`src/design/uart_command_frame_recognizer_macros.svh`:
```
// Assertion macros shared by the command frame recognizer.
`ifndef UART_COMMAND_FRAME_RECOGNIZER_MACROS_SVH
`define UART_COMMAND_FRAME_RECOGNIZER_MACROS_SVH

// Check that a condition implies a consequence in the same cycle.
`define UCFR_ASSERT_SAME(label, clk, rst_n, cond, cons, msg) \
    label: assert property (@(posedge clk) disable iff (!rst_n) (cond) |-> (cons)) \
        else $error(msg);

// Check that a condition implies a consequence in the next cycle.
`define UCFR_ASSERT_NEXT(label, clk, rst_n, cond, cons, msg) \
    label: assert property (@(posedge clk) disable iff (!rst_n) (cond) |=> (cons)) \
        else $error(msg);

`endif

```
`src/design/ucfr_pkg.sv`:
```
// Types and constants of the command frame recognizer.
`default_nettype none

package ucfr_pkg;

    // Frame buffer size and derived widths
    localparam int FRAME_BUFFER_BYTES = 32;
    localparam int BYTE_W             = 8;
    localparam int HEAD_DEPTH         = 8;
    localparam int HEAD_IDX_W         = $clog2(HEAD_DEPTH);
    localparam int FILL_W             = $clog2(FRAME_BUFFER_BYTES + 1);
    localparam int LEN_W              = 6;
    localparam int KIND_W             = 2;
    localparam int MIN_CLOSE_LEN      = 8;

    // Fill levels in the fill counter width
    localparam logic [FILL_W-1:0] FILL_FULL  = FILL_W'(FRAME_BUFFER_BYTES);
    localparam logic [FILL_W-1:0] FILL_HEAD  = FILL_W'(HEAD_DEPTH);
    localparam logic [FILL_W-1:0] FILL_CLOSE = FILL_W'(MIN_CLOSE_LEN);
    localparam logic [FILL_W-1:0] FILL_START = FILL_W'(2);

    // Framing bytes
    localparam logic [BYTE_W-1:0] BYTE_START0 = 8'hA5;
    localparam logic [BYTE_W-1:0] BYTE_START1 = 8'hFA;
    localparam logic [BYTE_W-1:0] BYTE_END    = 8'hFB;

    // Bytes 2..7 of the known commands, byte 2 in the top bits
    localparam logic [6*BYTE_W-1:0] PAT_HANDSHAKE = 48'h00_82_01_00_20_FB;
    localparam logic [6*BYTE_W-1:0] PAT_WAKE      = 48'h00_81_01_00_21_FB;
    localparam logic [6*BYTE_W-1:0] PAT_KEY       = 48'h00_82_01_00_0A_FB;

    typedef enum logic [KIND_W-1:0] {
        KIND_HANDSHAKE = 2'd0,
        KIND_WAKE      = 2'd1,
        KIND_KEY       = 2'd2,
        KIND_UNKNOWN   = 2'd3
    } t_frame_kind;

    typedef logic [HEAD_DEPTH-1:0][BYTE_W-1:0] t_head;

    // Frame state seen from outside the core
    typedef struct packed {
        logic              in_frame;
        logic              held;
        logic [FILL_W-1:0] fill;
    } t_status;

endpackage

`default_nettype wire

```
`src/design/ucfr_if.sv`:
```
// Request channels of the command frame recognizer.
`default_nettype none

interface ucfr_byte_if;
    logic                          valid;
    logic                          ready;
    logic [ucfr_pkg::BYTE_W-1:0]   rx_byte;

    modport source (output valid, output rx_byte, input ready);
    modport sink   (input valid, input rx_byte, output ready);
endinterface

interface ucfr_result_if;
    logic                          valid;
    logic                          ready;
    logic [ucfr_pkg::KIND_W-1:0]   frame_kind;
    logic [ucfr_pkg::LEN_W-1:0]    frame_length;

    modport source (output valid, output frame_kind, output frame_length, input ready);
    modport sink   (input valid, input frame_kind, input frame_length, output ready);
endinterface

`default_nettype wire

```
`src/design/ucfr_in_reg.sv`:
```
// Input register for received bytes.
`default_nettype none

module ucfr_in_reg (
    input  wire logic                        i_clk,
    input  wire logic                        i_rst_n,
    ucfr_byte_if.sink                        i_rx,
    input  wire logic                        i_take,
    output logic                             o_valid,
    output logic [ucfr_pkg::BYTE_W-1:0]      o_byte
);

    logic                        r_valid;
    logic [ucfr_pkg::BYTE_W-1:0] r_byte;

    // Accept when empty or when the held byte moves on this cycle
    assign i_rx.ready = !r_valid || i_take;

    // Hold the valid flag
    always_ff @(posedge i_clk) begin
        if (!i_rst_n) begin
            r_valid <= 1'b0;
        end else if (i_rx.ready) begin
            r_valid <= i_rx.valid;
        end
    end

    // Load the byte on each accepted request
    always_ff @(posedge i_clk) begin
        if (i_rx.valid && i_rx.ready) begin
            r_byte <= i_rx.rx_byte;
        end
    end

    assign o_valid = r_valid;
    assign o_byte  = r_byte;

endmodule

`default_nettype wire

```
`src/design/ucfr_core.sv`:
```
// Frame state update, classification and result register.
`default_nettype none

module ucfr_core (
    input  wire logic                        i_clk,
    input  wire logic                        i_rst_n,
    input  wire logic                        i_valid,
    input  wire logic [ucfr_pkg::BYTE_W-1:0] i_byte,
    output logic                             o_take,
    ucfr_result_if.source                    o_res,
    output ucfr_pkg::t_status                o_status
);

    logic                                r_in_frame;
    logic                                r_held;
    logic [ucfr_pkg::FILL_W-1:0]         r_fill;
    ucfr_pkg::t_head                     r_head;
    logic                                r_out_valid;
    ucfr_pkg::t_frame_kind               r_kind;
    logic [ucfr_pkg::LEN_W-1:0]          r_len;

    logic                                n_in_frame;
    logic                                n_held;
    logic [ucfr_pkg::FILL_W-1:0]         n_fill;
    ucfr_pkg::t_head                     n_head;
    logic                                n_close;
    ucfr_pkg::t_frame_kind               n_kind;
    logic [ucfr_pkg::LEN_W-1:0]          n_len;

    logic [6*ucfr_pkg::BYTE_W-1:0]       w_body;

    // Advance one byte whenever the result register has room
    assign o_take = i_valid && (!r_out_valid || o_res.ready);

    // Process the held start byte, then the new byte
    always_comb begin
        n_in_frame = r_in_frame;
        n_held     = r_held;
        n_fill     = r_fill;
        n_head     = r_head;
        n_close    = 1'b0;
        n_kind     = ucfr_pkg::KIND_UNKNOWN;
        n_len      = '0;
        w_body     = '0;
        if (o_take) begin
            n_held = 1'b0;
            if (r_held && i_byte == ucfr_pkg::BYTE_START1) begin
                // Start pair: open or restart a frame
                n_in_frame = 1'b1;
                n_head[0]  = ucfr_pkg::BYTE_START0;
                n_head[1]  = ucfr_pkg::BYTE_START1;
                n_fill     = ucfr_pkg::FILL_START;
            end else begin
                // Release the held start byte as data
                if (r_held && r_in_frame && r_fill < ucfr_pkg::FILL_FULL) begin
                    if (r_fill < ucfr_pkg::FILL_HEAD) begin
                        n_head[r_fill[ucfr_pkg::HEAD_IDX_W-1:0]] = ucfr_pkg::BYTE_START0;
                    end
                    n_fill = r_fill + 1'b1;
                end
                if (i_byte == ucfr_pkg::BYTE_START0) begin
                    n_held = 1'b1;
                end else if (r_in_frame && n_fill < ucfr_pkg::FILL_FULL) begin
                    // Store the new byte and check for the end byte
                    if (n_fill < ucfr_pkg::FILL_HEAD) begin
                        n_head[n_fill[ucfr_pkg::HEAD_IDX_W-1:0]] = i_byte;
                    end
                    n_fill = n_fill + 1'b1;
                    if (i_byte == ucfr_pkg::BYTE_END && n_fill >= ucfr_pkg::FILL_CLOSE) begin
                        // Bytes 2..7 of the updated head, for pattern matching
                        w_body  = {n_head[2], n_head[3], n_head[4],
                                   n_head[5], n_head[6], n_head[7]};
                        n_close = 1'b1;
                        n_len   = ucfr_pkg::LEN_W'(n_fill);
                        if (n_fill != ucfr_pkg::FILL_CLOSE) begin
                            n_kind = ucfr_pkg::KIND_UNKNOWN;
                        end else if (w_body == ucfr_pkg::PAT_HANDSHAKE) begin
                            n_kind = ucfr_pkg::KIND_HANDSHAKE;
                        end else if (w_body == ucfr_pkg::PAT_WAKE) begin
                            n_kind = ucfr_pkg::KIND_WAKE;
                        end else if (w_body == ucfr_pkg::PAT_KEY) begin
                            n_kind = ucfr_pkg::KIND_KEY;
                        end else begin
                            n_kind = ucfr_pkg::KIND_UNKNOWN;
                        end
                        n_in_frame = 1'b0;
                        n_fill     = '0;
                    end
                end
            end
        end
    end

    // Frame control state
    always_ff @(posedge i_clk) begin
        if (!i_rst_n) begin
            r_in_frame <= 1'b0;
            r_held     <= 1'b0;
            r_fill     <= '0;
        end else begin
            r_in_frame <= n_in_frame;
            r_held     <= n_held;
            r_fill     <= n_fill;
        end
    end

    // Head bytes need no reset
    always_ff @(posedge i_clk) begin
        r_head <= n_head;
    end

    // Result register: load on close, drop when taken
    always_ff @(posedge i_clk) begin
        if (!i_rst_n) begin
            r_out_valid <= 1'b0;
        end else if (n_close) begin
            r_out_valid <= 1'b1;
        end else if (o_res.ready) begin
            r_out_valid <= 1'b0;
        end
    end

    always_ff @(posedge i_clk) begin
        if (n_close) begin
            r_kind <= n_kind;
            r_len  <= n_len;
        end
    end

    assign o_res.valid        = r_out_valid;
    assign o_res.frame_kind   = r_kind;
    assign o_res.frame_length = r_len;

    assign o_status.in_frame = r_in_frame;
    assign o_status.held     = r_held;
    assign o_status.fill     = r_fill;

endmodule

`default_nettype wire

```
`src/design/uart_command_frame_recognizer.sv`:
```
// Command frame recognizer top level: input register, frame core, checks.
// Takes one received serial byte per request and returns one request per closed
// frame, carrying the frame kind (handshake, wake, key, unknown) and the frame
// length. Throughput is one byte per clock cycle while the result side accepts;
// the whole frame state (open flag, held A5, fill count, first eight bytes) is
// updated in a single cycle between the input register and the result register.
// The result register loads when the core takes the byte that closes a frame.
// The input side keeps accepting while a result waits, until both the input
// register and the result register are full. No clearing pass follows reset.
`default_nettype none
`include "uart_command_frame_recognizer_macros.svh"

module uart_command_frame_recognizer (
    input  wire logic       i_clk,
    input  wire logic       i_rst_n,
    ucfr_byte_if.sink       i_rx,
    ucfr_result_if.source   o_res
);

    logic                        w_valid;
    logic [ucfr_pkg::BYTE_W-1:0] w_byte;
    logic                        w_take;
    ucfr_pkg::t_status           w_status;

    ucfr_in_reg u_in_reg (
        .i_clk   (i_clk),
        .i_rst_n (i_rst_n),
        .i_rx    (i_rx),
        .i_take  (w_take),
        .o_valid (w_valid),
        .o_byte  (w_byte)
    );

    ucfr_core u_core (
        .i_clk    (i_clk),
        .i_rst_n  (i_rst_n),
        .i_valid  (w_valid),
        .i_byte   (w_byte),
        .o_take   (w_take),
        .o_res    (o_res),
        .o_status (w_status)
    );

    // A closed or never opened frame has an empty fill count
    `UCFR_ASSERT_SAME(a_idle_fill_empty, i_clk, i_rst_n,
        !w_status.in_frame, w_status.fill == '0,
        "fill count set outside a frame")

    // Only eight-byte frames match a known command
    `UCFR_ASSERT_SAME(a_known_len_eight, i_clk, i_rst_n,
        o_res.valid && o_res.frame_kind != ucfr_pkg::KIND_UNKNOWN,
        o_res.frame_length == ucfr_pkg::LEN_W'(ucfr_pkg::MIN_CLOSE_LEN),
        "known command with wrong length")

    // A start byte taken into the core is held for the next byte
    `UCFR_ASSERT_NEXT(a_start_held, i_clk, i_rst_n,
        w_take && w_byte == ucfr_pkg::BYTE_START0, w_status.held,
        "start byte not held")

endmodule

`default_nettype wire
```
`src/flat_wrapper.sv`:
```
// flat-port wrapper written by rule: the top's interface ports become plain ports
module uart_command_frame_recognizer_flat 
  (i_clk, i_rst_n, i_rx_valid, i_rx_rx_byte, i_rx_ready, o_res_valid, o_res_frame_kind, o_res_frame_length, o_res_ready);
  ucfr_byte_if i_rx_i ();
  ucfr_result_if o_res_i ();
  input  wire logic i_clk;
  input  wire logic i_rst_n;
  input wire logic [$bits(i_rx_i.valid)-1:0] i_rx_valid;
  input wire logic [$bits(i_rx_i.rx_byte)-1:0] i_rx_rx_byte;
  output wire logic [$bits(i_rx_i.ready)-1:0] i_rx_ready;
  output wire logic [$bits(o_res_i.valid)-1:0] o_res_valid;
  output wire logic [$bits(o_res_i.frame_kind)-1:0] o_res_frame_kind;
  output wire logic [$bits(o_res_i.frame_length)-1:0] o_res_frame_length;
  input wire logic [$bits(o_res_i.ready)-1:0] o_res_ready;
  assign i_rx_i.valid = i_rx_valid;
  assign i_rx_i.rx_byte = i_rx_rx_byte;
  assign i_rx_ready = i_rx_i.ready;
  assign o_res_valid = o_res_i.valid;
  assign o_res_frame_kind = o_res_i.frame_kind;
  assign o_res_frame_length = o_res_i.frame_length;
  assign o_res_i.ready = o_res_ready;
  uart_command_frame_recognizer u_core (.i_clk(i_clk), .i_rst_n(i_rst_n), .i_rx(i_rx_i), .o_res(o_res_i));
endmodule
```
`config.mk`:
```
export PLATFORM = sky130hd
export DESIGN_NAME = uart_command_frame_recognizer_flat
export DESIGN_NICKNAME = d
export VERILOG_FILES = /design/src/design/ucfr_pkg.sv /design/src/design/ucfr_if.sv /design/src/design/ucfr_in_reg.sv /design/src/design/ucfr_core.sv /design/src/design/uart_command_frame_recognizer.sv /design/src/flat_wrapper.sv
export VERILOG_INCLUDE_DIRS = /design/src /design/src/design
export SDC_FILE = /design/constraint.sdc
export NUM_CORES = 1
export LEC_CHECK = 0
export BUFFER_PORTS_ARGS = -buffer_cell sky130_fd_sc_hd__buf_2
export CAP_MARGIN = 20
export CORE_MARGIN = 5
export CORE_UTILIZATION = 56
export DETAILED_ROUTE_END_ITERATION = 8
export PLACE_DENSITY_LB_ADDON = 0.3
export RECOVER_POWER = 25
export SLEW_MARGIN = 20
export SYNTH_ARGS = -nofsm -noshare
export SYNTH_HDL_FRONTEND = slang
export SYNTH_SLANG_ARGS = --single-unit
```
`constraint.sdc`:
```
create_clock -name i_clk -period 5.6 [get_ports i_clk]
set_clock_uncertainty 0.2 [all_clocks]
set_input_delay 0.56 -clock i_clk [delete_from_list [all_inputs] [get_ports i_clk]]
set_output_delay 0.56 -clock i_clk [all_outputs]
set_load 0.005 [all_outputs]
```
==> impl_metrics.toml <==
[yosys]
netlist_instances = 457
synth_edf_count = 64
avgSynthCellArea_um2 = 9.473
synthXorXnorAreaFrac = 0.03324
synthMuxAreaShare = 0.009827
async_flop_share = 0
synth_top_area_frac = 0.4439
ys.flop_type = "edfxtp_1"
synthTopCellsByCount = "64 x edfxtp_1, 58 x nand2_1, 43 x nor2_1"
synth_cell_types = 61
synth_area_mm2 = 0.004329
syn_nets = 472
synth_compound_area_frac = 0.1419
synth_seq_cells = 74
synth_top_area_cell = "edfxtp_1"
synth_top_family_by_area = "simple AND/OR/NAND/NOR gates"
synthSimpleGateAreaFrac = 0.2691
yosysSeqAreaShare = 0.4902
synth_fa_ha_area_frac = 0.008671
synth.most_common_cell = "edfxtp_1"
yosysWarnings = 0
synth.area.top_cells = "edfxtp_1 44%, nand2_1 5.0%, dfxtp_1 4.6%"

[setup_path]
path_class = "flip-flop to flip-flop"
crit_arrival_ns = 3.61
crit_fanout = 13
cp.buffers_inverters = 2
path_cells = "and3b_1 -> mux2i_4 -> inv_2 -> ha_1 -> inv_1 -> xnor3_1 -> nand2_1 -> nor4b_1 -> o221ai_1 -> a2111oi_2 -> o211ai_1"
required_ns = 5.47
worst_path_max_delay_cell = "and3b_1"
cpPeakStageDelay_ns = 0.59
end_kind = "flip-flop"
path_delay_family = "simple AND/OR/NAND/NOR gates"
r2r_slack_ns = 1.87
crit_path_start_kind = "flip-flop"

[sta]
grt_setup_unrepaired = "no"
slew_headroom = 0.4385
fin_tns_setup_ns = 0
worstMarginPinSlew_ns = 0.8423
finalMaxSlewViolations = 0
period_share = 0.6668
min_period_ns = 3.734
setup_viol = 0
max_freq_mhz = 267.8
hold_viol_final = 0

[cells_and_area]
fin_util = 0.6098
final_area_mm2 = 0.004663
syn2layout_area_growth_pct = 7.717
antenna_cells = 0
drive_gt1_frac = 0.09208
nNetsFinal = 477
stdcell_count = 569

[detailed_routing]
vias = 3582
drtIter0Drc = 353
postRouteAntennaNets = 0
post_drt_wl_per_cell_um = 18.55
dr.pass1.iters = 5
wl_mm = 10.56
drc = 0
viasPerCell = 6.295

[outcome]
status = "complete, no violations"

[floorplan]
initial_core_util = 0.5661
die-width_um = 97.93
io_pins = 22
die_h_um = 97.93
core-area_mm2 = 0.007647
placementRows = 32
dieArea_mm2 = 0.009589

[pwr]
peakVddDrop_mv = 0.1580
power_density_mw_per_mm2 = 241.4
leakage_nw = 1.479
power_mw = 1.126

[global_route]
grt_start_max_net_pins = 56
grt_pass1_vias = 3314
antenna_found_initial = 0
grt_use_total = 0.2210
grt_pass1_wl_mm = 16.95
gr-total-overflow = 0

[min_path]
min_path_type = "input pin to flip-flop"

[clock_network]
clkSlewWorstSetupHoldPaths_ns = 0.08
cts.htree.levels = 3
numCtsBuffers = 9
cts-root-buf = "clkbuf_8"
cts_hold_buf = 0
cts_tree = "yes"
cts_setup_buffers = 0
clk_path_buf_depth = 2
clock_sinks = 74
clock_latency_ns = 0.36
cts_repair_resize_count = 0

[run]
maxCapViolations = 0

[placement]
portBuffers = 21
dp_cells = 553
hpwl_mm = 7.370
gp_congestion = 0.8978
placed_area_mm2 = 0.004459
-- stage by stage --
step / hold slack, ns / worst slack, ns
2_1_floorplan: 0.2867 / 0.4384
3_3_place_gp: 0.3148 / 2.130
3_5_place_dp: 0.3312 / 1.989
4_1_cts: 0.1623 / 1.945
5_1_grt: 0.1617 / 1.609
6_report: 0.1776 / 1.866
-- flip-flops by register name, indices dropped and copies added (netlist names) --
register / count
u_core.u_in_reg.o_byte: 8
u_core.u_core.o_res.frame_kind: 2
u_core.u_core.o_res.valid: 1
u_core.u_core.r_in_frame: 1
u_core.u_core.r_fill: 6
u_core.u_core.r_head: 48
u_core.u_core.r_held: 1
u_core.u_in_reg.o_valid: 1
u_core.u_core.o_res.frame_length: 6
-- worst paths after layout --
kind,startpoint,end,depth (start not counted)
worst max register to register,u_core.u_core.r_held$_SDFFE_PN0P_,u_core.u_core.o_res.frame_kind[0]$_SDFFCE_PP1P_,11
worst min-delay path,i_rx_rx_byte[2],u_core.u_in_reg.o_byte[2]$_DFFE_PP_,1
worst min register to register,u_core.u_in_reg.o_valid$_SDFFE_PN0N_,u_core.u_in_reg.o_valid$_SDFFE_PN0N_,2
worst max-delay path,u_core.u_core.r_held$_SDFFE_PN0P_,u_core.u_core.o_res.frame_kind[0]$_SDFFCE_PP1P_,11
-- routing by layer --
| metal | routed length (um) | track usage | up-vias |
|---|---|---|---|
| met5 | 0 | 0 | - |
| met4 | 277 | 0.08733 | 0 |
| met3 | 969 | 0.05786 | 26 |
| met2 | 4643 | 0.3183 | 187 |
| met1 | 4665 | 0.3187 | 1672 |
| li1 | - | - | 1697 |
-- cells by family (layout without fill, tap and decap cells) --
logic type	after synthesis	after routing
AOI/OAI and AO/OA	96	96
xor gates and xnor gates	14	14
adders and majority gates	3	3
buffers and inverters	48	58
DFF	74	74
muxes	3	3
and+or+nand+nor	219	219
-- worst register-to-register path, stage by stage (launching register included) --
cell       delay, ns
dfxtp_1         0.46
and3b_1         0.59
mux2i_4         0.42
inv_2           0.12
ha_1            0.21
inv_1           0.10
xnor3_1         0.27
nand2_1         0.07
nor4b_1         0.26
o221ai_1        0.19
a2111oi_2       0.41
o211ai_1        0.15
-- report_power, final --
part / switching [mW] / internal (mW)
Clock: 0.210 / 0.253
Sequential: 0.0196 / 0.605
Combinational: 0.0272 / 0.0112
Total: 0.257 / 0.868
-- cell usage in the layout, fill, tap and decap left out, types with 6 or more instances in the layout --
master    count
inv_1        17
xnor2_1       7
nor4b_1      11
buf_2        13
o21ai_0      36
edfxtp_1     64
dfxtp_1      10
and2_1        6
clkbuf_8      9
a31oi_1       8
clkbuf_1     10
nand4_1       8
nand2_1      58
nor3_1       15
nor4_1        7
nor2_1       43
a21oi_1      18
nand3_1      24
-- final cells by class --
type                    count  area (um^2)
flip-flops and latches     74         2122
clock buffers              10        127.6
multi-input cells         335         2014
fillers                   643         2984
inverters                  18        67.56
well taps                 102        127.6
clock inverters             6        90.09
repair buffers             24        113.9
Power figures use the tool's default switching activity.
